--- src/hw/rtl/lud_pkg.sv ---
// ----------------------------------------------------------------------------
// lud_pkg
// Shared types, constants and helpers of the uniform integer draw pipeline.
// ----------------------------------------------------------------------------
package lud_pkg;

    localparam int W    = 84;            // magnitude width
    localparam int F    = 48;            // fraction bits
    localparam int IW   = W - F;         // integer bits
    localparam int IDXW = $clog2(W);
    localparam int MANT = 53;

    localparam logic [31:0] SEED_ZERO_SUB = 32'd259341593;
    localparam logic [31:0] LCG_MUL       = 32'd69069;

    localparam logic [1:0] BR_LOW  = 2'd0; // end below maximum
    localparam logic [1:0] BR_TOP  = 2'd1; // end at maximum, start above minimum
    localparam logic [1:0] BR_FULL = 2'd2; // full range

    typedef logic [W-1:0] t_mag;

    typedef struct packed {
        logic neg;
        t_mag mag;
    } t_fx;

    typedef struct packed {
        logic               empty;
        logic [1:0]         br;
        logic signed [31:0] rstart;
        logic signed [31:0] rend;
        logic signed [33:0] lo;
        logic [31:0]        seed;
        logic               sat_hi;
        logic               sat_lo;
    } t_side;

    function automatic t_fx int_to_fx(input logic signed [35:0] v);
        t_fx         r;
        logic [35:0] a;
        r.neg = v[35];
        a     = v[35] ? 36'(-v) : 36'(v);
        r.mag = t_mag'(a) << F;
        return r;
    endfunction

    function automatic logic [IDXW-1:0] msb_idx(input t_mag m);
        logic [IDXW-1:0] idx;
        idx = '0;
        for (int i = 0; i < W; i++) begin
            if (m[i]) idx = IDXW'(i);
        end
        return idx;
    endfunction

endpackage

--- src/hw/rtl/lud_back.sv ---
// ----------------------------------------------------------------------------
// lud_back
// Integer conversion, per-branch clamp and result register.
// ----------------------------------------------------------------------------
module lud_back
    import lud_pkg::*;
(
    input  logic               i_clk,
    input  logic               i_rst_n,
    input  logic               i_valid,
    input  t_fx                i_s,
    input  t_side              i_side,
    output logic               o_strobe,
    output logic signed [31:0] o_drawn,
    output logic signed [31:0] o_seed
);

    logic [IW-1:0]      ip;
    logic signed [37:0] v, vs, ve, vl;
    logic signed [31:0] n_drawn;

    always_comb begin
        ip = i_s.mag[W-1:F];
        v  = i_s.neg ? -$signed({2'b0, ip}) : $signed({2'b0, ip});
        vs = 38'(i_side.rstart);
        ve = 38'(i_side.rend);
        vl = 38'(i_side.lo);
        n_drawn = v[31:0];
        if (i_side.empty) begin
            n_drawn = i_side.rstart;
        end else begin
            case (i_side.br)
                BR_LOW: begin
                    if (v < vs) n_drawn = i_side.rstart;
                    else if (v >= ve + 38'sd1) n_drawn = i_side.rend;
                end
                BR_TOP: begin
                    if (v <= vl) n_drawn = i_side.rstart;
                    else if (v > ve) n_drawn = i_side.rend;
                end
                BR_FULL: begin
                    if (i_side.sat_hi) n_drawn = 32'sh7fffffff;
                    else if (i_side.sat_lo) n_drawn = 32'sh80000000;
                end
                default: n_drawn = v[31:0];
            endcase
        end
    end

    always_ff @(posedge i_clk) begin
        if (!i_rst_n) begin
            o_strobe <= 1'b0;
        end else begin
            o_strobe <= i_valid;
        end
        o_drawn <= n_drawn;
        o_seed  <= i_side.seed;
    end

endmodule

--- config.mk ---
export PLATFORM = sky130hd
export DESIGN_NAME = lud_back
export DESIGN_NICKNAME = d
export VERILOG_FILES = /design/src/hw/rtl/lud_pkg.sv /design/src/hw/rtl/lud_back.sv
export SDC_FILE = /design/constraint.sdc
export NUM_CORES = 1
export LEC_CHECK = 0
export ABC_AREA = 1
export BUFFER_PORTS_ARGS = -buffer_cell sky130_fd_sc_hd__buf_2
export CORE_MARGIN = 10
export CORE_UTILIZATION = 50
export DETAILED_ROUTE_END_ITERATION = 10
export GPL_ROUTABILITY_DRIVEN = 1
export PLACE_DENSITY = 0.75
export SLEW_MARGIN = 20
export SYNTH_ARGS = -nofsm -noshare
export SYNTH_HDL_FRONTEND = slang
export SYNTH_SLANG_ARGS = --single-unit
--- constraint.sdc ---
create_clock -name i_clk -period 5.95 [get_ports i_clk]
set_input_delay 0.8925 -clock i_clk [delete_from_list [all_inputs] [get_ports i_clk]]
set_output_delay 0.8925 -clock i_clk [all_outputs]
set_load 0.01 [all_outputs]
# Word-level counts from Yosys, hierarchy flattened
# Cells that the tools add are included.
totals:
  register_bits: 65
  word_cells: 21
  output_inout_bits: 65
  inputBits: 223
op_classes:
  magnitude_cmp: 4
  addsub: 2
  n_reduce_logical: 1
  n_eq_ne: 2
  mux: 9
op_table:
  columns: ["cell", "n"]
  rows:
  - ["two-way mux 32 bit", 7]
  - ["one-hot mux 32 bit (3 select lines)", 1]
  - ["greater-or-equal comparator 38 x 33 -> 1 bit", 1]
  - ["greater-than comparator 38 x 32 -> 1 bit", 1]
  - ["less-or-equal comparator 38 x 34 -> 1 bit", 1]
  - ["< comparator 38 x 32 -> 1 bit", 1]
  - ["two-way mux 38 bit", 1]
  - ["negation 36 -> 38 bit", 1]
  - ["adder 32 x 2 -> 33 bit (second input constant)", 1]
  - ["equality test 2 x 1 -> 1 bit (second input constant)", 1]
  - ["equality test 2 bit (second input constant)", 1]
  - ["logical NOT 2 bit", 1]

# Depth between registers and ports, before layout
depth:
  word_depth: 7
  ltp_mapped: 36
  mapped_depth_nobuf: 35

# Worst setup path before layout
# OpenSTA, ideal clock, no wires.
synth_path:
  path_type: "input -> register"
  start: "input i_side[68] in the netlist's numbering"
  end: "register o_drawn[1]"
  arrival_time_ps: 4621
  setup_ps: 112
  path_buffers: 1
  cell_stages: 33
  path_slack_ps: 1217
  required_ps: 5838
  path_cell_list: "ha_1 > nand2_1 > nor3_2 > inv_1 > nor2_1 > inv_1 > nor2_1 > nand3_1 > nand3b_1 > nor4_1 > inv_1 > nor2_1 > inv_1 > nor3_1 > nand3_1 > nand2_1 > ha_1 > nand2_1 > inv_1 > nand3_1 > nor3_1 > inv_1 > nor2_1 > nand3_1 > nand4_1 > nand2_2 > buf_2 > nand4_1 > nand3_1 > nand2_1 > nand2_1 > nand2_1 > nand2_1"
synth_between:
  elab_chain_len: 6
  word_cells_on_any_way: 9
  cone_classes: "add/sub (1); order compare (2); mux (6)"
synth_lines:
  columns: ["item", "line_no", "rtl"]
  rows:
  - ["start, declared", "lud_back.sv:12", "input t_side i_side,"]
  - ["adder 32 x 2 -> 33 bit", "lud_back.sv:35", "else if (v >= ve + 38'sd1) n_drawn = i_side.rend;"]
  - ["greater-or-equal comparator 38 x 33 -> 1 bit", "lud_back.sv:35", null]
  - ["two-way mux 32 bit", "lud_back.sv:35", null]
  - ["two-way mux 32 bit", "lud_back.sv:34", "if (v < vs) n_drawn = i_side.rstart;"]
  - ["one-hot mux 32 bit (3 select lines) *", "lud_back.sv:32", "case (i_side.br)"]
  - ["two-way mux 32 bit *", "lud_back.sv:29", "if (i_side.empty) begin"]
  - ["net n_drawn[1]", "lud_back.sv:20", "logic signed [31:0] n_drawn;"]
  - ["end signal, assigned", "lud_back.sv:56", "o_drawn <= n_drawn;"]
  - ["end, declared", "lud_back.sv:14", "output logic signed [31:0] o_drawn,"]
# The timed path passes the listed nets; every way through them passes the cells marked *.
# A chain may end at the register's enable or synchronous reset.

# Final worst setup path
layout_path:
  start: "input i_side[69] in the netlist's numbering"
  end: "register o_drawn[11]"
# Same word-level chain as after synthesis.

==> flow_summary_export.csv <==
group,metric,value,unit
global_route,grt_max_degree,65,
cells_and_area,fin_nets,2295,
sta,fin_tns_setup,0,ns
worst_hold_path,hold_path_class,"in2reg",
job,max_cap_violations,0,
place,gp_congestion,1.011,
synth,synth_seq_cells,65,
sta,period_share,91.14,%
synth,synth.distinct_cells,43,
sta,fin_crit,5.423,ns
place,hpwl,29250,um
floorplanning,std_cell_rows,51,
critical_path,start_kind,"primary input",
synth,synth.avg_cell_area,5.857,um2
synth,dominantRegCellSynth,"dfxtp_1",
floorplanning,initial_utilization,50.90,%
synth,netlist.area_leader.share,18.81,%
clocking,cts_buffer_depth,2,
synth,yosys_warnings,0,
route,drc_errors,0,
synth,synth_top_cells_by_count,"498 x nand2_1, 269 x inv_1, 149 x ha_1, 144 x nand3_1, 130 x o21ai_0",
global_route,grt_overflow_total,0,
synth,ys_seq_area_share,13.09,%
power,ir_worst_vdd,0.00009725,V
critical_path,crit_type,"in2reg",
critical_path,crit_required,6.20,ns
sta,setup_violations,0,
power,p_sw,0.8982,mW
sta,slew_viol_final,0,
floorplanning,core_area,0.01953,mm2
sta,whs,0.6650,ns
critical_path,max_stage_delay,0.36,ns
route,drtAntennaViolNets,0,
critical_path,cp_slowest_cell,"nor3_1",
power,leakage,6.848,nW
clocking,postCtsResizedCells,0,
power,clkPwrFrac,26.7,%
critical_path,crit_arrival,5.67,ns
sta,rsz0062_at_grt,"false",
power,p_seq_share,22.1,%
sta,slew_headroom,32.84,%
global_route,grt_pass1_wl,58060,um
sta,fmax,184.4,MHz
power,internal_power,1.295,mW
synth,synth_edf_count,0,
power,power_density,184.7,mW/mm2
power,switching_share,40.95,%
critical_path,cp_num_buf_inv,8,
critical_path,end_kind,"flop",
floorplanning,die_h,161.0,um
clocking,clk_pin_slew,0.05,ns
global_route,grt_pass1_vias,11279,
power,combPwrFrac,51.2,%
global_route,antenna_found_initial,2,
clocking,cts-root-buf,"clkbuf_16",
cells_and_area,drive_gt1_share,16.39,%
synth,synth_area_leaders,"nand2_1 19%, ha_1 19%, dfxtp_1 13%",
synth,synth_top_area_cell,"nand2_1",
route,vias,11856,
cells_and_area,fillCellCount,1988,
synth,async_reset_ff_share,0,%
sta,finalHoldViolations,0,
clocking,numCtsBuffers,9,
global_route,track_usage,26.92,%
cells_and_area,multi_input_area,0.007323,mm2
clocking,clock-sinks,65,
cells_and_area,area.growth.synth_to_final,19.45,%
route,routed_wl,36570,um
route,viasPerCell,5.404,
clocking,hold_buffers,0,
floorplanning,pin_count,288,
cells_and_area,finalNonFillerCells,2194,
run_status,status,"completed",
floorplanning,die_w,161.0,um
synth,synth_nets,2069,
place,dp.cells,2177,
critical_path,crit_fanout,23,
route,post_drt_wl_per_cell,16.67,um
clocking,htreeDepth,3,
critical_path,crit_family,"simple AND/OR/NAND/NOR gates",
place,port_buffers,239,
clocking,cts_tree,"done",
synth,synth_area,0.009940,mm2
route,drtPass1Iterations,6,
synth,post-synth-top-count-cell,"nand2_1",
sta,worst_pin_slew,1.005,ns
cells_and_area,regArea,0.001301,mm2
synth,synthCells,1697,
critical_path,cpMostUsedCell,"nand2_1",
clocking,post-cts-setup-buffer-count,0,
route,drt_iter0_drc,1065,
floorplanning,die-area,0.02592,mm2
[metrics by stage]
step | power, mW | utilization [%] | cell area (um2) | setup WS, ns
after floorplan | 1.227 | - | 9940 | 1.217
after CTS | 2.189 | 60.79 | 11870 | 0.5802
after detailed placement | 1.595 | 59.07 | 11530 | 0.2875
final | 2.193 | 60.80 | 11870 | 0.5273
after global routing | 2.374 | 60.80 | 11870 | 0.007893
after global placement | 1.565 | 59.07 | 11530 | 0.3431
[cell usage in the layout, fill, tap and decap left out, drive strengths merged, types with 11 or more instances in the layout]
cell type	synthesis	layout
a21oi	104	104
buf	18	282
clkbuf	49	11
dfxtp	65	65
ha	149	149
inv	271	271
nand2	502	502
nand3	147	147
nand4	61	61
nor2	82	82
nor3	15	15
o21ai	130	130
xor2	51	51
[cell families (layout without fill, tap and decap cells)]
group,Yosys count,count (layout),synth area share [%]
AND/OR/NAND/NOR,822,822,35.65
buffers and inverters,339,570,13.38
AO/OA/AOI/OAI,268,268,14.36
other,0,1,0
adder cells (fa/ha/maj),149,149,18.76
flip-flops,65,65,13.09
XOR/XNOR,54,54,4.758
[area by class of cell]
cell class,count,share of cell area [%]
clock buffer,11,1.960
timing repair buffer,282,13.11
antenna,1,0.02108
multi-input combinational,1293,61.68
sequential,65,10.96
clock inverter,5,0.8747
inverter,272,8.599
tap,265,2.793
[power groups by stage]
stage	sequential (mW)	combinational, mW	clock (mW)
2_1_floorplan	0.514	0.713	0
3_3_place_gp	0.493	1.07	0
3_5_place_dp	0.494	1.10	0
4_1_cts	0.485	1.11	0.597
5_1_grt	0.487	1.27	0.618
6_report	0.485	1.12	0.585
[state kept, by name, summed over array words and instances (netlist names)]
name / count
o_drawn: 32
o_seed: 32
o_strobe: 1
[layer usage]
| layer | wire length (um) | track usage, % | share of wire, % |
|---|---|---|---|
| met2 | 16500 | 44.98 | 45 |
| met1 | 15430 | 34.37 | 42 |
| met4 | 764 | 8.478 | 2.1 |
| met5 | 13 | 0 | 0.036 |
| met3 | 3863 | 4.779 | 11 |
[final timing paths]
path | start | to | slack (ns) | depth (start not counted)
setup / recovery | i_side[69] | o_drawn[11]$_DFF_P_ | 0.53 | 33
hold / removal | i_side[29] | o_seed[27]$_DFF_P_ | 0.66 | 1
(Power assumes the default switching activity.)
