<file path="src/hw/rtl/lud_pkg.sv">
// ----------------------------------------------------------------------------
// lud_pkg
// Shared types, constants and helpers of the uniform integer draw pipeline.
// ----------------------------------------------------------------------------
package lud_pkg;

    localparam int W    = 84;            // magnitude width
    localparam int F    = 48;            // fraction bits
    localparam int IW   = W - F;         // integer bits
    localparam int IDXW = $clog2(W);
    localparam int MANT = 53;

    localparam logic [31:0] SEED_ZERO_SUB = 32'd259341593;
    localparam logic [31:0] LCG_MUL       = 32'd69069;

    localparam logic [1:0] BR_LOW  = 2'd0; // end below maximum
    localparam logic [1:0] BR_TOP  = 2'd1; // end at maximum, start above minimum
    localparam logic [1:0] BR_FULL = 2'd2; // full range

    typedef logic [W-1:0] t_mag;

    typedef struct packed {
        logic neg;
        t_mag mag;
    } t_fx;

    typedef struct packed {
        logic               empty;
        logic [1:0]         br;
        logic signed [31:0] rstart;
        logic signed [31:0] rend;
        logic signed [33:0] lo;
        logic [31:0]        seed;
        logic               sat_hi;
        logic               sat_lo;
    } t_side;

    function automatic t_fx int_to_fx(input logic signed [35:0] v);
        t_fx         r;
        logic [35:0] a;
        r.neg = v[35];
        a     = v[35] ? 36'(-v) : 36'(v);
        r.mag = t_mag'(a) << F;
        return r;
    endfunction

    function automatic logic [IDXW-1:0] msb_idx(input t_mag m);
        logic [IDXW-1:0] idx;
        idx = '0;
        for (int i = 0; i < W; i++) begin
            if (m[i]) idx = IDXW'(i);
        end
        return idx;
    endfunction

endpackage

</file>
<file path="src/hw/rtl/lud_rnd_add.sv">
// ----------------------------------------------------------------------------
// lud_rnd_add
// Sign-magnitude add, leading-one search and round to 53 bits, nearest-even.
// ----------------------------------------------------------------------------
module lud_rnd_add
    import lud_pkg::*;
(
    input  logic  i_clk,
    input  logic  i_rst_n,
    input  logic  i_valid,
    input  t_fx   i_a,
    input  t_fx   i_b,
    input  logic  i_sticky,
    input  t_side i_side,
    output logic  o_valid,
    output t_fx   o_res,
    output t_side o_side
);

    t_fx n_sum;

    always_comb begin
        if (i_a.neg == i_b.neg) begin
            n_sum.neg = i_a.neg;
            n_sum.mag = i_a.mag + i_b.mag;
        end else if (i_a.mag >= i_b.mag) begin
            n_sum.neg = i_a.neg;
            n_sum.mag = i_a.mag - i_b.mag;
        end else begin
            n_sum.neg = i_b.neg;
            n_sum.mag = i_b.mag - i_a.mag;
        end
    end

    logic            r1_valid, r2_valid, r1_sticky, r2_sticky;
    t_fx             r1_sum, r2_sum;
    t_side           r1_side, r2_side;
    logic [IDXW-1:0] r2_idx, k;
    t_mag            lowm, half, rem;
    logic            up;
    t_fx             n_res;

    always_comb begin
        k     = '0;
        lowm  = '0;
        half  = '0;
        rem   = '0;
        up    = 1'b0;
        n_res = r2_sum;
        if (r2_idx > IDXW'(MANT - 1)) begin
            k     = r2_idx - IDXW'(MANT - 1);
            lowm  = (t_mag'(1) << k) - t_mag'(1);
            half  = t_mag'(1) << (k - IDXW'(1));
            rem   = r2_sum.mag & lowm;
            up    = (rem > half) || ((rem == half) && (r2_sticky || r2_sum.mag[k]));
            n_res.mag = (r2_sum.mag & ~lowm) + (up ? (t_mag'(1) << k) : '0);
        end
        if (n_res.mag == '0) n_res.neg = 1'b0;
    end

    always_ff @(posedge i_clk) begin
        if (!i_rst_n) begin
            r1_valid <= 1'b0;
            r2_valid <= 1'b0;
            o_valid  <= 1'b0;
        end else begin
            r1_valid <= i_valid;
            r2_valid <= r1_valid;
            o_valid  <= r2_valid;
        end
        r1_sum    <= n_sum;
        r1_sticky <= i_sticky;
        r1_side   <= i_side;
        r2_sum    <= r1_sum;
        r2_sticky <= r1_sticky;
        r2_side   <= r1_side;
        r2_idx    <= msb_idx(r1_sum.mag);
        o_res     <= n_res;
        o_side    <= r2_side;
    end

endmodule

</file>
<file path="config.mk">
export PLATFORM = sky130hd
export DESIGN_NAME = lud_rnd_add
export DESIGN_NICKNAME = d
export VERILOG_FILES = /design/src/hw/rtl/lud_pkg.sv /design/src/hw/rtl/lud_rnd_add.sv
export SDC_FILE = /design/constraint.sdc
export NUM_CORES = 2
export LEC_CHECK = 0
export ABC_AREA = 0
export BUFFER_PORTS_ARGS = -buffer_cell sky130_fd_sc_hd__buf_2
export CORE_MARGIN = 2
export CORE_UTILIZATION = 50
export DETAILED_ROUTE_END_ITERATION = 12
export GPL_TIMING_DRIVEN = 0
export PLACE_DENSITY_LB_ADDON = 0.3
export SYNTH_ARGS = -nofsm -noshare
export SYNTH_HDL_FRONTEND = slang
export SYNTH_SLANG_ARGS = --single-unit
</file>
<file path="constraint.sdc">
create_clock -name i_clk -period 10.7 [get_ports i_clk]
set_input_delay 1.07 -clock i_clk [delete_from_list [all_inputs] [get_ports i_clk]]
set_output_delay 1.07 -clock i_clk [all_outputs]
set_load 0.01 [all_outputs]
</file>
After elaboration in Yosys (flattened, before gate mapping)

Index checks and enable logic that the tools add are counted.
Widths: inputs -> output; s select.

Word-level logic and storage cells: 152
Register bits after elaboration: 672
Output and inout port bits: 221
Input bits: 309

$add $sub $neg: 7
Reductions and logical operators: 7
Shifts and indexed selects: 2
Mux-type cells: 88
Eq/ne operators: 2
Magnitude comparators: 4
Bitwise logic cells: 3

Operators by type and width:

| kind                  | number |
|---|---|
| $mux 7                | 62 |
| $mux 85               | 2 |
| $add 84x84->84        | 2 |
| $and 84x84->84        | 2 |
| $mux 84               | 2 |
| $shl 1x7->84 const A  | 2 |
| $sub 84x84->84        | 2 |
| $eq 84x84->1          | 1 |
| $ge 84x84->1          | 1 |
| $gt 84x84->1          | 1 |
| $logic_not 84->1      | 1 |
| $not 84->84           | 1 |
| $sub 84x1->84 const B | 1 |
| $mux 5                | 16 |
| $reduce_or 20->1      | 1 |
| $lt 7x8->1 const B    | 1 |
| $bmux 1 s7            | 1 |
| $gt 7x6->1 const B    | 1 |
| $sub 7x1->7 const B   | 1 |
| $sub 7x6->7 const B   | 1 |
| $mux 2                | 2 |
| $reduce_or 4->1       | 1 |
| $mux 1                | 3 |
| $logic_or 1x1->1      | 2 |
| other kinds (3)       | 3 |

Longest topological paths before layout

Word-level depth: 82
Gate-level depth with buffers: 53
Mapped depth without buffers: 46

Worst setup path after synthesis

No wires, ideal clock.

Path type: register to register
From: register r2_idx[2]
To: register o_res[84] in the netlist's numbering
Period minus slack after synthesis: 11.480 ns
Required time: 10.563 ns
Cell stages (with the launch flop): 52
Buffers on the path: 6
Slack: -0.780 ns
Setup time: 0.137 ns
Arrival: 11.343 ns
Path through: dfxtp_1 -> clkbuf_1 -> clkbuf_1 -> clkinv_1 -> ha_1 -> xnor2_1 -> nor2_1 -> clkbuf_1 -> nand3_1 -> ha_1 -> clkbuf_1 -> o21ai_1 -> a21oi_1 -> a21boi_1 -> and2_1 -> buf_2 -> nand2_1 -> nand2_1 -> [... 16 more ...] -> nor2b_1 -> ha_1 -> inv_1 -> fa_1 -> nor2b_1 -> o31ai_2 -> a21oi_1 -> xnor2_1 -> a21oi_1 -> or4b_1 -> or4_1 -> or3_1 -> or4b_1 -> nor4_1 -> and3_1 -> nand4_1 -> nor3_1 -> a41oi_1

RTL lines:

| what                     | RTL line          | text |
|---|---|---|
| start: declaration       | lud_rnd_add.sv:38 | `logic [IDXW-1:0] r2_idx, k;` |
| start signal: assignment | lud_rnd_add.sv:77 | `r2_idx <= msb_idx(r1_sum.mag);` |
| end signal: assignment   | lud_rnd_add.sv:78 | `o_res <= n_res;` |
| end: declaration         | lud_rnd_add.sv:16 | `output t_fx o_res,` |

==> results.cfg <==
[finish]
register_area_mm2 = 0.0135
layout-area-overhead-vs-synth_pct = 18.7
finalCoreUtilization = 0.598
final_layout_size_suffix_gt1_frac = 0.161
layout.nets = 6529
finalNonFillerCells = 6923
multi_input_comb_area_mm2 = 0.0266
fillerInstances = 7487

[placed_design]
post-place-cells = 6753
hpwl_dp_um = 149000
routability_congestion_estimate_from_global_placement = 1.10
portBuffers = 529
dp_slack_ps = -5400

[die]
fp.dieArea_mm2 = 0.0848
fp-row-count = 105
floorplan.die.width_um = 291
initial_core_util = 0.504
io_pins = 530
fp.coreArea_mm2 = 0.0818
die_height_um = 291

[synthesis]
ys_seq_area_frac = 0.326
synthesized_area_fraction_occupied_by_xor_and_xnor_cells = 0.0380
synth_cells = 5152
syn_avg_cell_area_um2 = 8.01
synthMuxAreaShare = 0.0208
simple_gate_share_of_the_synthesized_area = 0.193
synth_cell_types = 91
post_synth_main_area_contributors = dfxtp_1, ha_1, a21oi_1, nor2_1, nand2_1
yosys_warnings = 0
ys_dominant_reg_cell = dfxtp_1
syn-num-nets = 5888
synth.top_cells.by_count = dfxtp_1, a21oi_1, nor2_1
postSynthRegisterBits = 672
syn_std_cell_area_mm2 = 0.0412
complex_gate_fraction_of_the_synthesized_area = 0.242
post-synth-top-count-cell = dfxtp_1
synth_top_family_by_area = compound AO/OA/AOI/OAI gates
synth_top_cell_area_share = 0.326
yosys.area_share.adder = 0.130
synth_top_cell_by_area = dfxtp_1
synth_edf_count = 0
ys_async_rst_share = 0

[detailed_routing]
drt-vias-per-instance = 6.31
ant_nets = 0
via_count_of_the_routed_design = 43700
drt_wl_total_um = 186000
drtPass1Iterations = 9
drtIter0Drc = 5187
detail_route.wl_per_cell_um = 26.8
route.detailed.drc = 0

[worst_setup_path]
critical_setup_path_class = reg2reg
end_kind = register
critPathSlowestCell = nor2_1
category_of_the_worst_setup_path_launch_point = register
worstPathRequired_ps = 11210
worst-endpoint-arrival_ps = 11330
worst-path-max-fanout = 9
critical_path_max_stage_delay_ps = 650

[clock_tree]
cts_hold_repair.buffers = 0
cts_htree_levels = 2
worst_skew_pair.late_latency_ps = 660
clock_path_buffers = 3
cts_made_buffers = 61
cts_tree = yes
numClockSinks = 672
ctsRootBufferMaster = clkbuf_16
clk_pin_slew_ps = 70

[job]
cap_viol_max_count = 0

[sta]
worst_slack_ps = -119
tightestPinTransition_ps = 1420
final.period_utilization = 1.01
finalHoldViolCount = 0
timing.clock.skew_ps = 43.9
max_freq_mhz = 92.4
finalWorstPathRequiredPeriod_ps = 10820
timing_max_transition_violations_final = 0
fin_worst_hold_slack_ps = 286
timing.slew.headroom = 0.0442
final_setup_viols = 1

[global_routing]
antenna_found_initial = 19
wire_length_of_the_first_global_routing_pass_um = 268000
total_grt_overflow = 0
met3_demand_to_capacity_share_in_global_routing = 0.0740
gr-max-usage-layer = met2
grt_use_met1 = 0.527
groute.layer.met2.usage = 0.658
grt_start_max_net_pins = 20
first_global_vias = 41500
grt_use_total = 0.419

[worst_hold_path]
hold_path.class = reg2reg

[run_status]
status = complete, but fails checks
failed_checks = setup timing

[pwr]
power.static_leakage_nw = 22.1
worst_ir_drop_vdd_mv = 0.170
p_per_area_mw_per_mm2 = 228
fin_total_pwr_mw = 11.2
[per-layer routing]
metal,vias up,part of all wire
li1,19600,-
met1,20400,0.39
met2,2939,0.43
met3,734,0.10
met4,4,0.078
met5,-,0.00011
[cells by family (layout without fill, tap and decap cells)]
kind of cell,Yosys count,after routing
AND/OR/NAND/NOR,1674,1674
AO/OA/AOI/OAI,1607,1607
flip-flops,672,672
buffers and inverters,542,1231
adder cells (fa/ha/maj),427,427
XOR/XNOR,179,179
multiplexers,51,51
other,0,12
[repair_timing]
action / CTS / global route
setup endpoints to repair: 85 / 3
setup buffers: 30 / 34
gates resized for setup: 137 / 106
pin swaps: 28 / 43
hold endpoints to repair: 0 / 0
gates cloned: 0 / 0
[stage by stage]
step	cell area, um2	setup TNS (ps)
final	49000	-119
after global routing	49000	-119
after CTS	48300	0
after detailed placement	45300	-234610
after global placement	45300	-251550
after floorplan	41300	0
[layout make-up]
type | instances | area share
Multi-Input combinational cell | 3938 | 0.544
Clock inverter | 33 | 0.0102
Sequential cell | 672 | 0.275
Buffer | 207 | 0.0193
Timing Repair Buffer | 595 | 0.0647
Clock buffer | 78 | 0.0345
Inverter | 318 | 0.0247
Antenna cell | 12 | 0.000613
Tap cell | 1070 | 0.0273
[power by group]
group	internal, mW	switching, mW
clock network	1.35	0.975
logic	2.02	3.51
registers	2.92	0.398
total	6.28	4.88
[state kept, by name (all words and copies together), names as in the netlist]
register / cells
r2_sticky: 1
r1_side: 135
r1_sum: 85
r2_sum: 85
r1_sticky: 1
o_side: 135
r1_valid: 1
o_valid: 1
o_res: 85
r2_idx: 7
r2_valid: 1
r2_side: 135
[critical path: cells and delay by family, from the launching register on]
family | cells | cell delay (ps)
adders and majority gates | 4 | 1050
xor gates and xnor gates | 2 | 350
and+or+nand+nor | 19 | 6320
DFF | 1 | 360
AOI/OAI and AO/OA | 9 | 1620
buffers and inverters | 7 | 920
[cell usage in the layout, fill, tap and decap left out, drive strengths merged, types with 100 or more instances in the layout]
cell and instances:
dfxtp 672, buf 634, a21oi 590, nor2 535
ha 423, nand2 390, o21ai 329, inv 321
clkbuf 246, a21o 142, nand3 139, xnor2 130
o21bai 123, nor3 113, nand4 100
[path summary, 6_finish.rpt]
check / from / endpoint / slack, ps / depth (start not counted)
min reg2reg: r2_side[126] / o_side[126] / 290 / 0
min: r2_side[126] / o_side[126] / 290 / 0
max reg2reg: r2_idx[2] / o_res[84] / -120 / 41
max: r2_idx[2] / o_res[84] / -120 / 41
Note: power is estimated with default switching activity, not from simulation.
