[src/hw/rtl/lud_pkg.sv]
// ----------------------------------------------------------------------------
// lud_pkg
// Shared types, constants and helpers of the uniform integer draw pipeline.
// ----------------------------------------------------------------------------
package lud_pkg;

    localparam int W    = 84;            // magnitude width
    localparam int F    = 48;            // fraction bits
    localparam int IW   = W - F;         // integer bits
    localparam int IDXW = $clog2(W);
    localparam int MANT = 53;

    localparam logic [31:0] SEED_ZERO_SUB = 32'd259341593;
    localparam logic [31:0] LCG_MUL       = 32'd69069;

    localparam logic [1:0] BR_LOW  = 2'd0; // end below maximum
    localparam logic [1:0] BR_TOP  = 2'd1; // end at maximum, start above minimum
    localparam logic [1:0] BR_FULL = 2'd2; // full range

    typedef logic [W-1:0] t_mag;

    typedef struct packed {
        logic neg;
        t_mag mag;
    } t_fx;

    typedef struct packed {
        logic               empty;
        logic [1:0]         br;
        logic signed [31:0] rstart;
        logic signed [31:0] rend;
        logic signed [33:0] lo;
        logic [31:0]        seed;
        logic               sat_hi;
        logic               sat_lo;
    } t_side;

    function automatic t_fx int_to_fx(input logic signed [35:0] v);
        t_fx         r;
        logic [35:0] a;
        r.neg = v[35];
        a     = v[35] ? 36'(-v) : 36'(v);
        r.mag = t_mag'(a) << F;
        return r;
    endfunction

    function automatic logic [IDXW-1:0] msb_idx(input t_mag m);
        logic [IDXW-1:0] idx;
        idx = '0;
        for (int i = 0; i < W; i++) begin
            if (m[i]) idx = IDXW'(i);
        end
        return idx;
    endfunction

endpackage

[src/hw/rtl/lud_front.sv]
// ----------------------------------------------------------------------------
// lud_front
// Seed update, range widening and exact product of range and fraction.
// ----------------------------------------------------------------------------
module lud_front
    import lud_pkg::*;
(
    input  logic               i_clk,
    input  logic               i_rst_n,
    input  logic               i_valid,
    input  logic signed [31:0] i_seed,
    input  logic signed [31:0] i_start,
    input  logic signed [31:0] i_end,
    output logic               o_valid,
    output t_mag               o_mag,
    output t_side              o_side
);

    logic [31:0]        st0, st;
    logic [22:0]        m;
    logic [46:0]        u;
    logic signed [33:0] hi, lo;
    t_side              side;

    always_comb begin
        st0 = (i_seed == 32'sd0) ? SEED_ZERO_SUB : i_seed;
        st  = st0 * LCG_MUL + 32'd1;
        m   = st[22:0];
        u   = {1'b0, m, 23'b0} + 47'(m) + 47'h800000;
        side.empty  = (i_start >= i_end);
        side.rstart = i_start;
        side.rend   = i_end;
        side.sat_hi = 1'b0;
        side.sat_lo = 1'b0;
        if (i_end != 32'sh7fffffff) begin
            side.br = BR_LOW;
            lo      = 34'(i_start);
            hi      = 34'(i_end) + 34'sd1;
        end else if (i_start != 32'sh80000000) begin
            side.br = BR_TOP;
            lo      = 34'(i_start) - 34'sd1;
            hi      = 34'(i_end);
        end else begin
            side.br = BR_FULL;
            lo      = 34'(i_start);
            hi      = 34'(i_end);
        end
        side.lo   = lo;
        side.seed = side.empty ? i_seed : st;
    end

    logic        r1_valid, r2_valid;
    logic [46:0] r1_u;
    logic [31:0] r1_d;
    t_side       r1_side, r2_side;
    logic [63:0] r2_pl;
    logic [46:0] r2_ph;
    logic [78:0] prod;

    always_ff @(posedge i_clk) begin
        if (!i_rst_n) begin
            r1_valid <= 1'b0;
            r2_valid <= 1'b0;
            o_valid  <= 1'b0;
        end else begin
            r1_valid <= i_valid;
            r2_valid <= r1_valid;
            o_valid  <= r2_valid;
        end
        r1_u    <= u;
        r1_d    <= 32'(hi - lo);
        r1_side <= side;
        r2_pl   <= {32'b0, r1_d} * {32'b0, r1_u[31:0]};
        r2_ph   <= 47'(r1_d) * 47'(r1_u[46:32]);
        r2_side <= r1_side;
        o_mag   <= t_mag'(prod) << 2;
        o_side  <= r2_side;
    end

    assign prod = 79'(r2_pl) + {r2_ph, 32'b0};

endmodule

[config.mk]
export PLATFORM = sky130hd
export DESIGN_NAME = lud_front
export DESIGN_NICKNAME = d
export VERILOG_FILES = /design/src/hw/rtl/lud_pkg.sv /design/src/hw/rtl/lud_front.sv
export SDC_FILE = /design/constraint.sdc
export NUM_CORES = 2
export LEC_CHECK = 0
export ABC_CLOCK_PERIOD_IN_PS = 7100
export BUFFER_PORTS_ARGS = -buffer_cell sky130_fd_sc_hd__buf_2
export CELL_PAD_IN_SITES_DETAIL_PLACEMENT = 1
export CELL_PAD_IN_SITES_GLOBAL_PLACEMENT = 2
export CORE_ASPECT_RATIO = 0.6
export CORE_MARGIN = 2
export CORE_UTILIZATION = 35
export CTS_CLUSTER_SIZE = 8
export DETAILED_ROUTE_END_ITERATION = 12
export PLACE_DENSITY = 0.82
export SLEW_MARGIN = 0
export SYNTH_ARGS = -nofsm -noshare
export SYNTH_HDL_FRONTEND = slang
export SYNTH_SLANG_ARGS = --single-unit
[constraint.sdc]
create_clock -name i_clk -period 7.1 [get_ports i_clk]
set_input_delay 0.71 -clock i_clk [delete_from_list [all_inputs] [get_ports i_clk]]
set_output_delay 0.71 -clock i_clk [all_outputs]
set_load 0.1 [all_outputs]
; ---- After elaboration in Yosys (flattened, before gate mapping)
; Index checks and enable logic that the tools add are counted.
[classes]
addsub = 7
mul = 3
div = 0
order_cmp = 1
eq_ne = 2
n_shift = 0
mux = 6
bitwise_logic = 0
n_reduce_logical = 1
[ops]
columns = op, n
row1 = $mux W32, 3
row2 = $add A64 B79 Y79, 1
row3 = $mux W34, 2
row4 = $mul A32 B32 Y64, 1
row5 = $ne A32 B32 Y1 const B, 2
row6 = $add A46 B23 Y47, 1
row7 = $add A47 B24 Y47 const B, 1
row8 = $mul A32 B15 Y47, 1
row9 = $sub A32 B2 Y33 const B, 1
row10 = $add A32 B1 Y32 const B, 1
row11 = $add A32 B2 Y32 const B, 1
row12 = $ge A32 B32 Y1, 1
row13 = $logic_not A32 Y1, 1
row14 = $mul A32 B17 Y32 const B, 1
row15 = $sub A32 B32 Y32, 1
row16 = $mux W2, 1
[word_totals]
regBits = 671
latchBits = 0
ram_bits = 0
mem_bits_ro = 0
input_bits = 99
out_inout_bits = 220
word_cells = 46
n_memories = 0

; ---- Logic depth before layout (Yosys ltp)
[logic_depth]
word_depth = 6
mapped_depth = 31
depth_no_buf = 28

; ---- Worst setup path after synthesis
; OpenSTA, ideal clock, no wires.
[synth_path]
kind = register to register
start = register r1_d[25]
end = register r2_pl[62]
setup_time_ns = 0.118
arrival_ns = 7.311
t_required_ns = 6.982
setup_slack_ns = -0.329
stages_incl_launch_ff = 26
cell_sequence = dfxtp_1 > clkbuf_1 > clkbuf_1 > nand2_1 > fa_1 > fa_1 > fa_1 > fa_1 > inv_1 > fa_1 > fa_1 > fa_1 > inv_1 > fa_1 > inv_1 > ha_1 > clkbuf_1 > nand4_1 > nor4_1 > inv_1 > a311oi_1 > o21ai_1 > a21oi_1 > a2111oi_0 > or3_1 > xnor2_1
[synth_between]
elab_chain_len = 1
[synth_lines]
columns = element, line
row1 = start: declaration, lud_front.sv:54  ; logic [31:0] r1_d;
row2 = start signal: assignment, lud_front.sv:71  ; r1_d <= 32'(hi - lo);
row3 = $mul A32 B32 Y64, lud_front.sv:73  ; r2_pl <= {32'b0, r1_d} * {32'b0, r1_u[31:0]};
row4 = end signal: assignment, lud_front.sv:73
row5 = end: declaration, lud_front.sv:56  ; logic [63:0] r2_pl;
; Every way passes these cells.
; A chain may end at the register's enable or synchronous reset.

; ---- Worst setup path in the final report
[layout_path]
start = register r1_d[14]
end = register r2_pl[62]
; The elaborated chain is that of the path after synthesis.

==> metrics.csv <==
stage,metric,value,unit
yosys,yosys_warnings,0,
sta,worst_pin_slew,0.954,ns
yosys,synth_top_area_share,38.3,%
drt,wl_per_cell,21.1,um
yosys,syn_inst,7676,
sta,layout_setup_ws,-0.699,ns
cts,cts_buffers,96,
global_route,grt_use_total,22.2,%
yosys,syn_area,74700,um^2
placed_design,dpl.hpwl,199,mm
drt,drc,0,
layout,layout.nets,10700,
drt,vias,55000,
outcome,violations,setup timing,
drt,routed_wl,240,mm
layout,drive_gt1_share,18.4,%
floorplanning,pin_count,319,
placed_design,gp_congestion,0.938,
worst_setup_path,cp-end-kind,flop,
global_route,grt_first_pass_wirelength,372,mm
sta,finalCritPeriodShare,110,%
worst_setup_path,crit_path_frequent_cell,fa_1,
sta,rsz0062_at_grt,yes,
yosys,syn_area_per_cell,9.74,um^2
outcome,status,finished with violations,
worst_setup_path,cpMaxStageDelayCell,fa_2,
drt,ant_nets,0,
floorplanning,start_util,35.2,%
sta,slew_headroom,36.1,%
sta,finalMaxSlewViolations,0,
cts,insertion_delay,0.75,ns
sta,fin_crit,7.80,ns
global_route,grt_pass1_vias,62100,
cts,clk_pin_slew_worst_paths,0.07,ns
worst_setup_path,crit_fanout,15,
worst_setup_path,max_stage_delay,0.57,ns
floorplanning,coreArea,212000,um^2
placed_design,io_buffers,311,
sta,fmax,0.128,GHz
yosys,synth_seq_area_share,17.9,%
drt,drtPass1Iterations,6,
yosys,async_flop_share,0,%
hold_path,hold_class,in -> reg,
floorplanning,rows,131,
drt,drtIter0Drc,2911,
cts,h-tree-depth,3,
yosys,yosys_register_bits,668,
job,drv_cap,0,
layout,area_delta_synth_final,20.8,%
cts,cts_max_path_buffers,3,
floorplanning,die_w,601,um
worst_setup_path,cp.arrival,8.43,ns
floorplanning,die_h,362,um
worst_setup_path,required,7.73,ns
global_route,grt-ovfl-total,0,
cts,cts.sinks,668,
cts,cts_tree,yes,
worst_setup_path,start_kind,flop,
yosys,synthTopCellsByArea,"fa_1 (38%), dfxtp_1 (18%), ha_1 (11%)",
layout,final_common_cell,inv_1,
drt,avgViaCountPerCell,4.83,
yosys,synth-edff-count,0,
sta,hold_slack,0.151,ns
worst_setup_path,criticalPathCategory,reg -> reg,
global_route,antenna_found_initial,10,
sta,finalSetupViolCount,32,
floorplanning,die-area,217000,um^2
layout,final_cell_mix,"inv_1 (1488), fa_1 (1396), nand2_1 (837)",
cts,clock_tree.root_cell,clkbuf_16,
worst_setup_path,path_buf_inv,8,
yosys,yosysTopAreaCell,fa_1,
sta,finClkSkew,0.0603,ns
global_route,grt_max_degree,35,
yosys,ys_types,82,
sta,hold_violations,0,
cts,cts_hold_buffers,0,
yosys,synth_ff_type,dfxtp_1,
worst_setup_path,crit_family,adder cells,
synthesized netlist by cell type, types with 23 or more instances:
library cell,count
xnor2_1,213
mux2_2,32
nor4_1,25
inv_1,1511
nand4_1,38
or2_2,26
xor2_1,94
fa_1,1431
a21o_1,99
buf_1,24
dfxtp_1,668
o21bai_1,33
clkbuf_1,332
nand2_1,849
nor3_1,52
and3_1,28
nor2_1,141
nand3_1,63
ha_1,630
nor2b_1,26
o21ai_0,103
a21oi_1,194
o21a_1,25
and2_1,805
nand2b_1,23
worst reg2reg max path, stage by stage (launching register included):
cell       delay [ns]
dfxtp_2          0.33
buf_12           0.15
buf_16           0.15
and2_4           0.17
fa_1             0.52
inv_2            0.04
fa_1             0.54
inv_2            0.04
fa_1             0.54
fa_2             0.47
fa_1             0.54
fa_2             0.57
fa_1             0.45
fa_1             0.56
ha_4             0.33
nand4_1          0.18
nor4_4           0.30
inv_2            0.11
a311oi_2         0.28
buf_6            0.19
o21ai_2          0.08
buf_6            0.16
a21oi_4          0.21
buf_4            0.14
a2111oi_1        0.06
or3_1            0.42
xnor2_1          0.13
layer usage:
layer  up-vias  track usage [%]  part of all wire (%)
li1      24800                -                     -
met1     28700             32.7                    48
met2      1295             32.9                    43
met3       253             4.99                   6.5
met4         8             5.44                   2.5
met5         -                0                 0.024
final timing paths:
kind / startpoint / to / slack, ns / cells after the start
max: r1_d[14] / r2_pl[62] / -0.70 / 26
min: i_end[10] / r1_side[78] / 0.15 / 1
max reg2reg: r1_d[14] / r2_pl[62] / -0.70 / 26
min reg2reg: r2_pl[14] / o_mag[16] / 0.31 / 0
per-stage QoR:
stage / cells / setup TNS (ns) / instance area, um^2 / setup slack [ns] / util (%)
after global placement: 11200 / -31.70 / 84600 / -1.22 / 39.8
after CTS: 11300 / -11.60 / 88700 / -0.709 / 41.8
after floorplan: 7682 / 0 / 75000 / 0.00312 / -
after detailed placement: 11200 / -39.43 / 84600 / -1.42 / 39.8
after global routing: 11400 / -19.46 / 90300 / -0.945 / 42.5
final: 11400 / -11.86 / 90300 / -0.699 / 42.5
area by class of cell:
class                   instances  area (um^2)
flip-flops and latches        668        13400
repair buffers               1094         9120
multi-input cells            5137        55800
diodes                          7         17.5
clock buffers                 109         2510
inverters                    1512         5680
fillers                     23900       122000
clock inverters                10          131
well taps                    2859         3580
state kept, by name, indices dropped and copies added (netlist names):
name	flops
r2_pl	64
r2_side	132
r1_valid	1
r1_side	132
o_mag	79
r1_d	32
r1_u	47
r2_ph	47
o_valid	1
o_side	132
r2_valid	1
cells by family after synthesis:
family                     count (synthesis)  synth area share (%)
and+or+nand+nor                         2143                  14.6
adders and majority gates               2061                  48.9
buffers and inverters                   1877                  9.47
DFF                                      668                  17.9
AOI/OAI and AO/OA                        585                  5.01
xor gates and xnor gates                 308                  3.63
muxes                                     33                 0.496
other                                      1               0.00502
repair_timing:
| item | 4_1_cts | 5_1_grt |
|---|---|---|
| endpoints found under the setup margin | 52 | 65 |
| pin swaps | 119 | 124 |
| gates cloned | 2 | 4 |
| gates resized for setup | 276 | 287 |
| buffers inserted | 49 | 54 |
Power is left out: the tool's default activity adds up to more than one toggle a clock period on the data nets, which glitch-free logic cannot reach.
