### config.mk
export PLATFORM = sky130hd
export DESIGN_NAME = lud_div
export DESIGN_NICKNAME = d
export VERILOG_FILES = /design/src/hw/rtl/lud_pkg.sv /design/src/hw/rtl/lud_div.sv
export SDC_FILE = /design/constraint.sdc
export NUM_CORES = 1
export LEC_CHECK = 0
export BUFFER_PORTS_ARGS = -buffer_cell sky130_fd_sc_hd__buf_4
export CAP_MARGIN = 20
export CORE_MARGIN = 10
export CORE_UTILIZATION = 50
export DETAILED_ROUTE_END_ITERATION = 8
export PLACE_DENSITY = 0.76
export SLEW_MARGIN = 20
export SYNTH_ARGS = -nofsm -noshare
export SYNTH_HDL_FRONTEND = slang
export SYNTH_SLANG_ARGS = --single-unit
### constraint.sdc
create_clock -name i_clk -period 9.5 [get_ports i_clk]
set_input_delay 2.85 -clock i_clk [delete_from_list [all_inputs] [get_ports i_clk]]
set_output_delay 2.85 -clock i_clk [all_outputs]
set_load 0.01 [all_outputs]
### src/hw/rtl/lud_pkg.sv
// ----------------------------------------------------------------------------
// lud_pkg
// Shared types, constants and helpers of the uniform integer draw pipeline.
// ----------------------------------------------------------------------------
package lud_pkg;

    localparam int W    = 84;            // magnitude width
    localparam int F    = 48;            // fraction bits
    localparam int IW   = W - F;         // integer bits
    localparam int IDXW = $clog2(W);
    localparam int MANT = 53;

    localparam logic [31:0] SEED_ZERO_SUB = 32'd259341593;
    localparam logic [31:0] LCG_MUL       = 32'd69069;

    localparam logic [1:0] BR_LOW  = 2'd0; // end below maximum
    localparam logic [1:0] BR_TOP  = 2'd1; // end at maximum, start above minimum
    localparam logic [1:0] BR_FULL = 2'd2; // full range

    typedef logic [W-1:0] t_mag;

    typedef struct packed {
        logic neg;
        t_mag mag;
    } t_fx;

    typedef struct packed {
        logic               empty;
        logic [1:0]         br;
        logic signed [31:0] rstart;
        logic signed [31:0] rend;
        logic signed [33:0] lo;
        logic [31:0]        seed;
        logic               sat_hi;
        logic               sat_lo;
    } t_side;

    function automatic t_fx int_to_fx(input logic signed [35:0] v);
        t_fx         r;
        logic [35:0] a;
        r.neg = v[35];
        a     = v[35] ? 36'(-v) : 36'(v);
        r.mag = t_mag'(a) << F;
        return r;
    endfunction

    function automatic logic [IDXW-1:0] msb_idx(input t_mag m);
        logic [IDXW-1:0] idx;
        idx = '0;
        for (int i = 0; i < W; i++) begin
            if (m[i]) idx = IDXW'(i);
        end
        return idx;
    endfunction

endpackage

### src/hw/rtl/lud_div.sv
// ----------------------------------------------------------------------------
// lud_div
// Truncating divide by 2^32-1 with remainder flag; full range only.
// ----------------------------------------------------------------------------
module lud_div
    import lud_pkg::*;
(
    input  logic  i_clk,
    input  logic  i_rst_n,
    input  logic  i_valid,
    input  t_fx   i_x,
    input  t_side i_side,
    output logic  o_valid,
    output t_fx   o_q,
    output logic  o_sticky,
    output t_side o_side
);

    localparam logic [35:0] DIVISOR = 36'hffffffff;

    t_mag        e, qp;
    logic [35:0] r0;

    // estimate x + x/2^32 + x/2^64, low by at most two
    always_comb begin
        e  = (i_x.mag >> 32) + (i_x.mag >> 64);
        qp = i_x.mag;
        r0 = '0;
        if (i_side.br == BR_FULL && !i_side.empty) begin
            qp = i_x.mag + e;
            r0 = qp[35:0] - {e[3:0], 32'b0};
        end
    end

    logic        r1_valid, r1_neg;
    t_mag        r1_qp;
    logic [35:0] r1_r0, rem;
    t_side       r1_side;
    logic [1:0]  c;

    always_comb begin
        if (r1_r0 >= {DIVISOR[34:0], 1'b0}) begin
            c   = 2'd2;
            rem = r1_r0 - {DIVISOR[34:0], 1'b0};
        end else if (r1_r0 >= DIVISOR) begin
            c   = 2'd1;
            rem = r1_r0 - DIVISOR;
        end else begin
            c   = 2'd0;
            rem = r1_r0;
        end
    end

    always_ff @(posedge i_clk) begin
        if (!i_rst_n) begin
            r1_valid <= 1'b0;
            o_valid  <= 1'b0;
        end else begin
            r1_valid <= i_valid;
            o_valid  <= r1_valid;
        end
        r1_qp     <= qp;
        r1_r0     <= r0;
        r1_neg    <= i_x.neg;
        r1_side   <= i_side;
        o_q.mag   <= r1_qp + t_mag'(c);
        o_q.neg   <= r1_neg;
        o_sticky  <= (rem != '0);
        o_side    <= r1_side;
    end

endmodule

# Word level (Yosys, flattened, before mapping)

Index checks and enable logic that the tools add are counted.

Bits in registers: 479
Word-level logic and storage cells: 41
Input bits: 223

Reductions and logical operators: 3
$lt $le $gt $ge: 2
Mux-type cells: 5
Add/sub/neg operators: 6
Equal/unequal tests: 1

Operator list:

| operator               | count |
|---|---|
| $add 84x2->84          | 1 |
| $add 84x53->84         | 1 |
| $mux 84                | 1 |
| $mux 36                | 2 |
| $add 52x20->53         | 1 |
| $ge 36x32->1 const B   | 1 |
| $ge 36x33->1 const B   | 1 |
| $reduce_bool 36->1     | 1 |
| $sub 36x32->36 const B | 1 |
| $sub 36x33->36 const B | 1 |
| $sub 36x36->36         | 1 |
| $eq 2x2->1 const B     | 1 |
| $mux 2                 | 1 |
| $logic_and 1x1->1      | 1 |
| $logic_not 1->1        | 1 |
| $mux 1                 | 1 |

# Longest topological paths before layout

Gate-level depths: netlist of the first run.

Depth in word-level cells: 4
Depth in mapped cells: 28
Gate-level depth less buffers: 26

# Worst setup path before layout of the first run

OpenSTA, ideal clock, no wires.

Kind: in2reg
Start: input i_x[35] (netlist bit)
End: register r1_r0[35]
Data arrival time: 7.727 ns
Cell stages on the path: 23
Path slack: 1.646 ns
Required time: 9.373 ns
Cell sequence: ha_1 -> a21oi_1 -> o22ai_1 -> or4_1 -> a221o_1 -> a311oi_1 -> o31a_1 -> clkbuf_1 -> nor2_1 -> nand2_1 -> xnor2_1 -> ha_1 -> clkbuf_1 -> nand2_1 -> or3_1 -> a2111oi_4 -> nand3b_1 -> xnor2_1 -> ha_1 -> a21oi_1 -> xnor2_1 -> xnor2_1 -> nor2_1

Cells in the longest elaborated chain, start to end: 3

Ends and longest elaborated chain:

| what                   | RTL line      | text |
|---|---|---|
| start: declaration     | lud_div.sv:11 | `input t_fx i_x,` |
| $add 52x20->53         | lud_div.sv:26 | `e = (i_x.mag >> 32) + (i_x.mag >> 64);` |
| $add 84x53->84         | lud_div.sv:30 | `qp = i_x.mag + e;` |
| $sub 36x36->36 *       | lud_div.sv:31 | `r0 = qp[35:0] - {e[3:0], 32'b0};` |
| end signal: assignment | lud_div.sv:63 | `r1_r0 <= r0;` |
| end: declaration       | lud_div.sv:37 | `logic [35:0] r1_r0, rem;` |

Every way passes the cells marked *; elsewhere a longest branch is shown, timed or not.
A chain may end at the register's enable or synchronous reset.

# Worst setup path after layout of the first run

Start: input i_x[67] (netlist bit)
End: register r1_qp[52]

Cells in the longest elaborated chain, start to end: 3

Ends and longest elaborated chain:

| what                   | RTL line      | text |
|---|---|---|
| $add 52x20->53         | lud_div.sv:26 |  |
| $add 84x53->84         | lud_div.sv:30 |  |
| $mux 84                | lud_div.sv:29 | `if (i_side.br == BR_FULL && !i_side.empty) begin` |
| named net qp[52]       | lud_div.sv:21 | `t_mag e, qp;` |
| end signal: assignment | lud_div.sv:62 | `r1_qp <= qp;` |
| end: declaration       | lud_div.sv:36 | `t_mag r1_qp;` |

The timed path passes the listed nets, and every way through them passes these cells.

==> results.md, run 1 <==
* Yosys warns at 0
* CP Data Required Time at between 9000 and 10000 ps
* Peak Freq at between 0.1 and 0.15 GHz
* GRT Util Overall at 28.2%
* Reg2reg end: o_q[82]$_DFF_P_
* Via count at about 16000
* Synth Area in Compound Gates at 12.3%
* Top delay family on crit path: compound AO/OA/AOI/OAI gates
* Hold crit path type: reg -> reg
* Largest family of logic cells by synthesized area: simple AND/OR/NAND/NOR gates
* CP max-delay cell: o41ai_1
* Crit-path cells: buf_4 > ha_1 > a21oi_1 > o22ai_1 > or4_1 > a221o_1 > a311oi_1 > o31a_1 > nor2_1 > nand2_1 > xnor2_1 > ha_1 > nand4_1 > or3_1 > o211ai_1 > a31oi_1 > o41ai_1 > a221o_1 > mux2i_1 > o21ai_0
* Count of different cell masters after synthesis at 85
* Vias in the first global route at approximately 15000
* Leading area contributor after synthesis: dfxtp_1
* Hold path start: r1_side[62]$_DFF_P_
* Power per Cell Area at between 200 and 250 nW/um^2
* Fraction of the mapped netlist area in adder cells at under 10%
* Status: completed
* Initial antenna violation count at 5
* Critical path endpoint category: register
* Setup TNS at 0 ps
* CP Class: in -> reg
* End of the critical path: r1_qp[52]$_DFF_P_
* GPL Wtd Cong at 0.968
* Die Wd at approximately 210 um
* Layout cells sized above 1 at between 20% and 30%
* Pwr Total at 0.00501 W
* Post-synthesis sequential element count at ~480
* Worst skew pair latency at 590 ps
* Pre-CTS setup slack at 830 ps
* Min Tclk post-route at 8220 ps
* Layout area overhead at 28.6%
* Core Area at ~37000 um^2
* Most frequent cells in the layout: dfxtp_1, buf_4, nand2_1
* Peak VDD IR at about 0.17 mV
* Clk_skew at ~20 ps
* IO Pins at about 450
* Asr flop ratio synth at 0%
* Final period utilization at roughly 86%
* Fin Hold WS at approximately 320 ps
* R2R Path Start: r1_r0[13]$_SDFF_PN0_
* Crit-path max FO at 11
* Initial Util at about half
* Setup violators final at 0
* Clk buf depth at 3
* Least-Margin Pin Slew at 797 ps
* Most area-consuming cells after synthesis: dfxtp_1, xnor2_1, ha_1
* Final WS setup at 1280 ps
* Cell leakage power at ~11 nW
* Hold buffers post-CTS at 0
* Simple-gate share of the synthesized area at about 17%
* First-pass GRT wire length at ~96000 um
* CTS Sinks at 479
* CTS clock-pin slew for the worst setup and hold paths at approximately 70 ps
* CTS root buf: clkbuf_16
* Crit. Startpoint: i_x[67]
* Commonest non-fill, non-tap cell in the layout: dfxtp_1
* Synthesized cell area at 18500 um^2
* RSZ-0062 raised after global routing: false
* Worst setup SP type: input port
* Total Nets Final at around 2600
* Xor/xnor share of the synthesized area at 10.2%
* TritonRoute pass-1 iters at 7
* DPL Wire Length at 53500 um
* Full die area at 45000 um^2
* Max stage delay on crit path at ~750 ps
* Cell Rows at 70
* Hold path cells at 0
* Top FF cell, synth: dfxtp_1
* Sequential fraction of the synthesis area at between 50% and 60%
* Max Cap Violations at 0
* Internal reg-to-reg setup slack at between 4000 and 5000 ps
* Average wire per standard cell at 23.8 um
* Cell count after synthesis at ~1800
* Gr ovfl total at 0
* Crit path depth at 20
* Slew Limit Fails at 0
* Final wirelength at around 67000 um
* EDFF count, synth at 0
* TritonCTS buffer count at 47
* Die Ht at 212 um
* H-tree levels at 2
* Crit path buf inv count at 1
* Residual DRC count at 0
* Post-synthesis net count at about 2200
* Multiplexer area fraction after synthesis at less than 1%
* I/O Buffers at between 400 and 500
* FF-to-FF path depth at 15
* Largest net degree at the start of global routing at between 50 and 60
* Avg Cell Area, Syn at around 10 um^2
* Post-CTS Setup Repair Bufs at 0
* Resize count post-CTS at 0
* Post-DRT Antenna Nets at 0
* Fin. Hold Viols at 0
* Final core occ at around two thirds
* Share of the synthesized area in the top cell type at 51.9%
* Iter 0 DRT Violations at approximately 1200
* Critical path arrival at just under 9000 ps
* CTS tree: done
* Vias/cell at around 5.6
* Slew HR at between 40% and 50%
## power breakdown
group / internal, W / switching [W]
clock: 0.00108 / 0.000786
sequential: 0.00215 / 0.0000813
combinational: 0.000401 / 0.000508
## cells in the mapped netlist, types with 5 or more instances
cell type and instances:
o31ai_1 8, nor2b_1 8, or3_1 12, nor3b_1 5, nor2_1 126, inv_1 39
ha_1 81, o21a_1 13, a21boi_0 6, nand3_1 77, xor2_1 79, a211o_1 5
nor4_1 15, nand2_1 165, a211oi_1 11, o21bai_1 7, o211ai_1 10, clkbuf_1 46
nor3_1 37, and3_1 39, nand4_1 44, a21oi_1 85, and4_1 15, buf_2 5
nand2b_1 13, a21o_1 62, o21ai_0 68, xnor2_1 136, dfxtp_1 479, and2_1 26
a31oi_1 13
## layout make-up
type	instances	area, um^2
Antenna cell	4	10.0
Clock buffer	68	1350
Clock inverter	20	234
Fill cell	2916	12800
Inverter	39	146
Multi-Input combinational cell	1266	8480
Sequential cell	479	9590
Tap cell	468	586
Timing Repair Buffer	448	3360
## worst register-to-register path, cell delays in order, from the launching register on
cell and delay [ps]:
dfxtp_1 480, and3_1 360, nand3_1 210, nor3_1 360, a311oi_1 240, nor2_1 210, ha_1 220, fa_1 250
and4_1 430, and4_1 560, nand2_1 150, or2_2 380, nor2_1 330, nand2_1 130, nor2_1 150, xor2_1 160
## flip-flops by register name, indices dropped and copies added (netlist names)
register and count:
r1_valid 1, r1_neg 1, o_side 135, r1_qp 84
o_sticky 1, r1_r0 36, o_valid 1, o_q 85
r1_side 135
## stage by stage
| stage | instances | cell area, um^2 |
|---|---|---|
| 4_1_cts | 2788 | 23700 |
| 5_1_grt | 2791 | 23700 |
| 6_report | 2792 | 23800 |
| 3_5_place_dp | 2700 | 22200 |
| 2_1_floorplan | 1843 | 18500 |
| 3_3_place_gp | 2700 | 22200 |
## kinds of logic (layout without fill, tap and decap cells)
| logic type | Yosys count | count (layout) |
|---|---|---|
| mux | 4 | 4 |
| xor+xnor | 215 | 215 |
| other cells | 0 | 4 |
| simple gates | 619 | 619 |
| fa+ha+maj | 85 | 85 |
| flops | 479 | 479 |
| compound gates | 343 | 343 |
| buf+inv | 98 | 575 |
## routing by layer
layer / vias up / part of all wire (%) / global-route usage (%)
met1: 7308 / 40 / 34.3
met3: 146 / 8.2 / 6.66
li1: 7341 / - / -
met4: 4 / 4.6 / 12.9
met2: 723 / 47 / 46.4
met5: - / 0.048 / 0
## worst min path at each step
stage                                endpoint
final                      o_side[62]$_DFF_P_
after global routing        o_side[9]$_DFF_P_
after CTS                  o_side[63]$_DFF_P_
after detailed placement  o_side[103]$_DFF_P_
after global placement     o_side[85]$_DFF_P_
after floorplan               o_q[84]$_DFF_P_
No activity file was read; power rests on OpenSTA's default activity.
==> run 2: changes to the inputs <==
--- a/config.mk
+++ b/config.mk
@@ -7,6 +7,7 @@
 export LEC_CHECK = 0
 export BUFFER_PORTS_ARGS = -buffer_cell sky130_fd_sc_hd__buf_4
 export CAP_MARGIN = 20
+export CORE_ASPECT_RATIO = 0.8
 export CORE_MARGIN = 10
 export CORE_UTILIZATION = 50
 export DETAILED_ROUTE_END_ITERATION = 8
==> run 2 against run 1 <==
Against the previous run: clock power is 9.6% lower; via count increased by 0.22%; combinational power up 1%; global-route usage increased by 0.22 points.
==> results.md, run 2 (synthesis results as in run 1) <==
* Status: completed (unchanged)
* CP Data Required Time at 9970 ps (was 9940 ps)
* Regs by FF count: o_side x135, r1_side x135, o_q x85 (unchanged)
* Clock network power share at 34.9% (was 37.3%)
* Most frequent cells in the layout: dfxtp_1, buf_4, nand2_1 (unchanged)
* Least-Margin Pin Slew at 1080 ps (was 797 ps)
* RSZ-0062 raised after global routing: false (unchanged)
* Initial antenna violation count at 9 (was 5)
* CTS Sinks at 479 (unchanged)
* Core Area at 36100 um^2 (was 36500 um^2)
* R2R Path Start: r1_r0[19]$_SDFF_PN0_ (was r1_r0[13]$_SDFF_PN0_)
* GRT Util Overall at 28.4% (was 28.2%)
* CTS clock-pin slew for the worst setup and hold paths at 70 ps (about the same)
* Vias in the first global route at 14900 (was 15200)
* Clk buf depth at 3 (unchanged)
* Slew Limit Fails at 0 (unchanged)
* Final wirelength at 67700 um (was 66600 um)
* Commonest non-fill, non-tap cell in the layout: dfxtp_1 (unchanged)
* Fin Hold WS at 320 ps (was 323 ps)
* Initial Util at 51.1% (was 50.6%)
* I/O Buffers at 444 (unchanged)
* Die Wd at 235 um (was 212 um)
* Final core occ at 65.2% (was 65.0%)
* Largest net degree at the start of global routing at 101 (was 58)
* Sw Pwr at 0.00135 W (was 0.00138 W)
* Clk_skew at 20.0 ps (was 20.1 ps)
* Layout cells sized above 1 at 23.5% (was 24.0%)
* Vias/cell at 5.57 (was 5.56)
* CP Class: in -> reg (unchanged)
* CTS tree: done (unchanged)
* Fraction of power spent switching nets at 27.8% (was 27.5%)
* Die Ht at 192 um (was 212 um)
* Post-CTS Setup Repair Bufs at 0 (unchanged)
* Gr ovfl total at 0 (unchanged)
* TritonRoute pass-1 iters at 7 (unchanged)
* Reg2reg end: o_q[81]$_DFF_P_ (was o_q[82]$_DFF_P_)
* Min Tclk post-route at 8240 ps (was 8220 ps)
* Hold path cells at 0 (unchanged)
* Power per Cell Area at 205 nW/um^2 (was 211 nW/um^2)
* Peak VDD IR at 0.231 mV (was 0.167 mV)
* Critical path endpoint category: register (unchanged)
* TritonCTS buffer count at 43 (was 47)
* Hold path start: r1_side[14]$_DFF_P_ (was r1_side[62]$_DFF_P_)
* Setup TNS at 0 ps (unchanged)
* Full die area at 45100 um^2 (was 45000 um^2)
* Critical path arrival at 8710 ps (was 8650 ps)
* Pwr Total at 0.00484 W (was 0.00501 W)
* Residual DRC count at 0 (unchanged)
* Fillers at 2892 (was 2916)
* Sequential Power Share at 46.1% (was 44.6%)
* Max Cap Violations at 0 (unchanged)
* Worst setup SP type: input port (unchanged)
* Total Nets Final at 2587 (was 2589)
* Pre-CTS setup slack at 928 ps (was 830 ps)
* Iter 0 DRT Violations at 1345 (was 1230)
* DPL Wire Length at 55000 um (was 53500 um)
* FF-to-FF path depth at 14 (was 15)
* Final period utilization at 86.7% (was 86.5%)
* Hold crit path type: reg -> reg (unchanged)
* Layout area overhead at 27.6% (was 28.6%)
* Combinational Power Share at 19.0% (was 18.1%)
* Hold buffers post-CTS at 0 (unchanged)
* Fin. Hold Viols at 0 (unchanged)
* Average wire per standard cell at 24.2 um (was 23.8 um)
* Final WS setup at 1260 ps (was 1280 ps)
* Setup violators final at 0 (unchanged)
* Cell Rows at 62 (was 70)
* Cell internal pwr at 0.00350 W (was 0.00363 W)
* Peak Freq at 0.121 GHz (was 0.122 GHz)
* Post-DRT Antenna Nets at 0 (unchanged)
* Crit-path max FO at 16 (was 11)
* Hold EP: o_side[14]$_DFF_P_ (was o_side[62]$_DFF_P_)
* Slew HR at 28.1% (was 46.5%)
* H-tree levels at 2 (unchanged)
* Worst skew pair latency at 560 ps (was 590 ps)
* Internal reg-to-reg setup slack at 4630 ps (was 4790 ps)
* Via count at 15600 (was 15500)
* IO Pins at 445 (unchanged)
* CTS root buf: clkbuf_16 (unchanged)
* GPL Wtd Cong at 0.989 (was 0.968)
* First-pass GRT wire length at 97500 um (was 95500 um)
* Resize count post-CTS at 0 (unchanged)
* Cell leakage power at 10.5 nW (was 10.6 nW)
==> run 2: cell types whose count changed in the layout (fill, tap and decap cells not counted), sizes merged <==
cell	previous run	this run
clkinvlp	2	1
clkinv	11	6
bufinv	3	2
buf	448	450
diode	4	6
inv	43	41
clkbuf	68	62
==> run 2: worst max path at each step <==
stage,to,depth (start not counted),slack (ps),from
floorplan,r1_r0[35]$_SDFF_PN0_,23,1650,i_x[35]
global placement,r1_qp[77]$_DFF_P_,25,940,i_x[64]
detailed placement,r1_r0[35]$_SDFF_PN0_,25,930,i_x[64]
CTS,r1_qp[55]$_DFF_P_,22,1460,i_x[67]
global route,r1_qp[63]$_DFF_P_,22,1020,i_x[65]
finish,r1_qp[55]$_DFF_P_,22,1260,i_x[65]
==> run 2: cell type report <==
type / instances / area [um^2] / area share [%]
clock buffers: 62 / 1210 / 5.12
inverters: 39 / 146 / 0.621
clock inverters: 11 / 154 / 0.653
diodes: 6 / 15.0 / 0.0637
repair buffers: 450 / 3380 / 14.3
multi-input cells: 1266 / 8480 / 36.0
well taps: 480 / 601 / 2.55
flip-flops and latches: 479 / 9590 / 40.7
==> run 2: power groups by stage <==
stage / sequential [W] / combinational (W) / clock [W]
2_1_floorplan: 0.00228 / 0.000494 / 0
3_3_place_gp: 0.00227 / 0.000895 / 0
3_5_place_dp: 0.00227 / 0.000899 / 0
4_1_cts: 0.00223 / 0.000906 / 0.00171
5_1_grt: 0.00224 / 0.000989 / 0.00179
6_report: 0.00223 / 0.000919 / 0.00169
==> run 2: routing by layer <==
layer / part of all wire (%) / track usage (%) / vias up
li1: - / - / 7330
met4: 2.1 / 7.41 / 10
met5: 0.092 / 0 / -
met3: 11 / 10.1 / 109
met1: 41 / 36.1 / 7310
met2: 46 / 45.3 / 797
==> run 2: through the flow <==
stage / cell area [um^2] / std cells
2_1_floorplan: 18500 / 1843
3_3_place_gp: 22200 / 2714
3_5_place_dp: 22200 / 2714
4_1_cts: 23600 / 2787
5_1_grt: 23600 / 2790
6_report: 23600 / 2793
==> run 2: critical path, stage by stage <==
cell,delay [ps]
buf_4,150
ha_1,270
a21oi_1,230
o22ai_1,160
or4_1,470
a221o_1,370
a311oi_1,470
o31a_1,430
buf_4,230
nor2_1,80
xor2_1,150
ha_1,470
nand4_1,220
or4_1,440
nor2_1,110
o211a_1,200
o31ai_1,150
a211oi_1,450
o2bb2ai_1,180
buf_4,270
nand2_1,130
xnor2_1,220
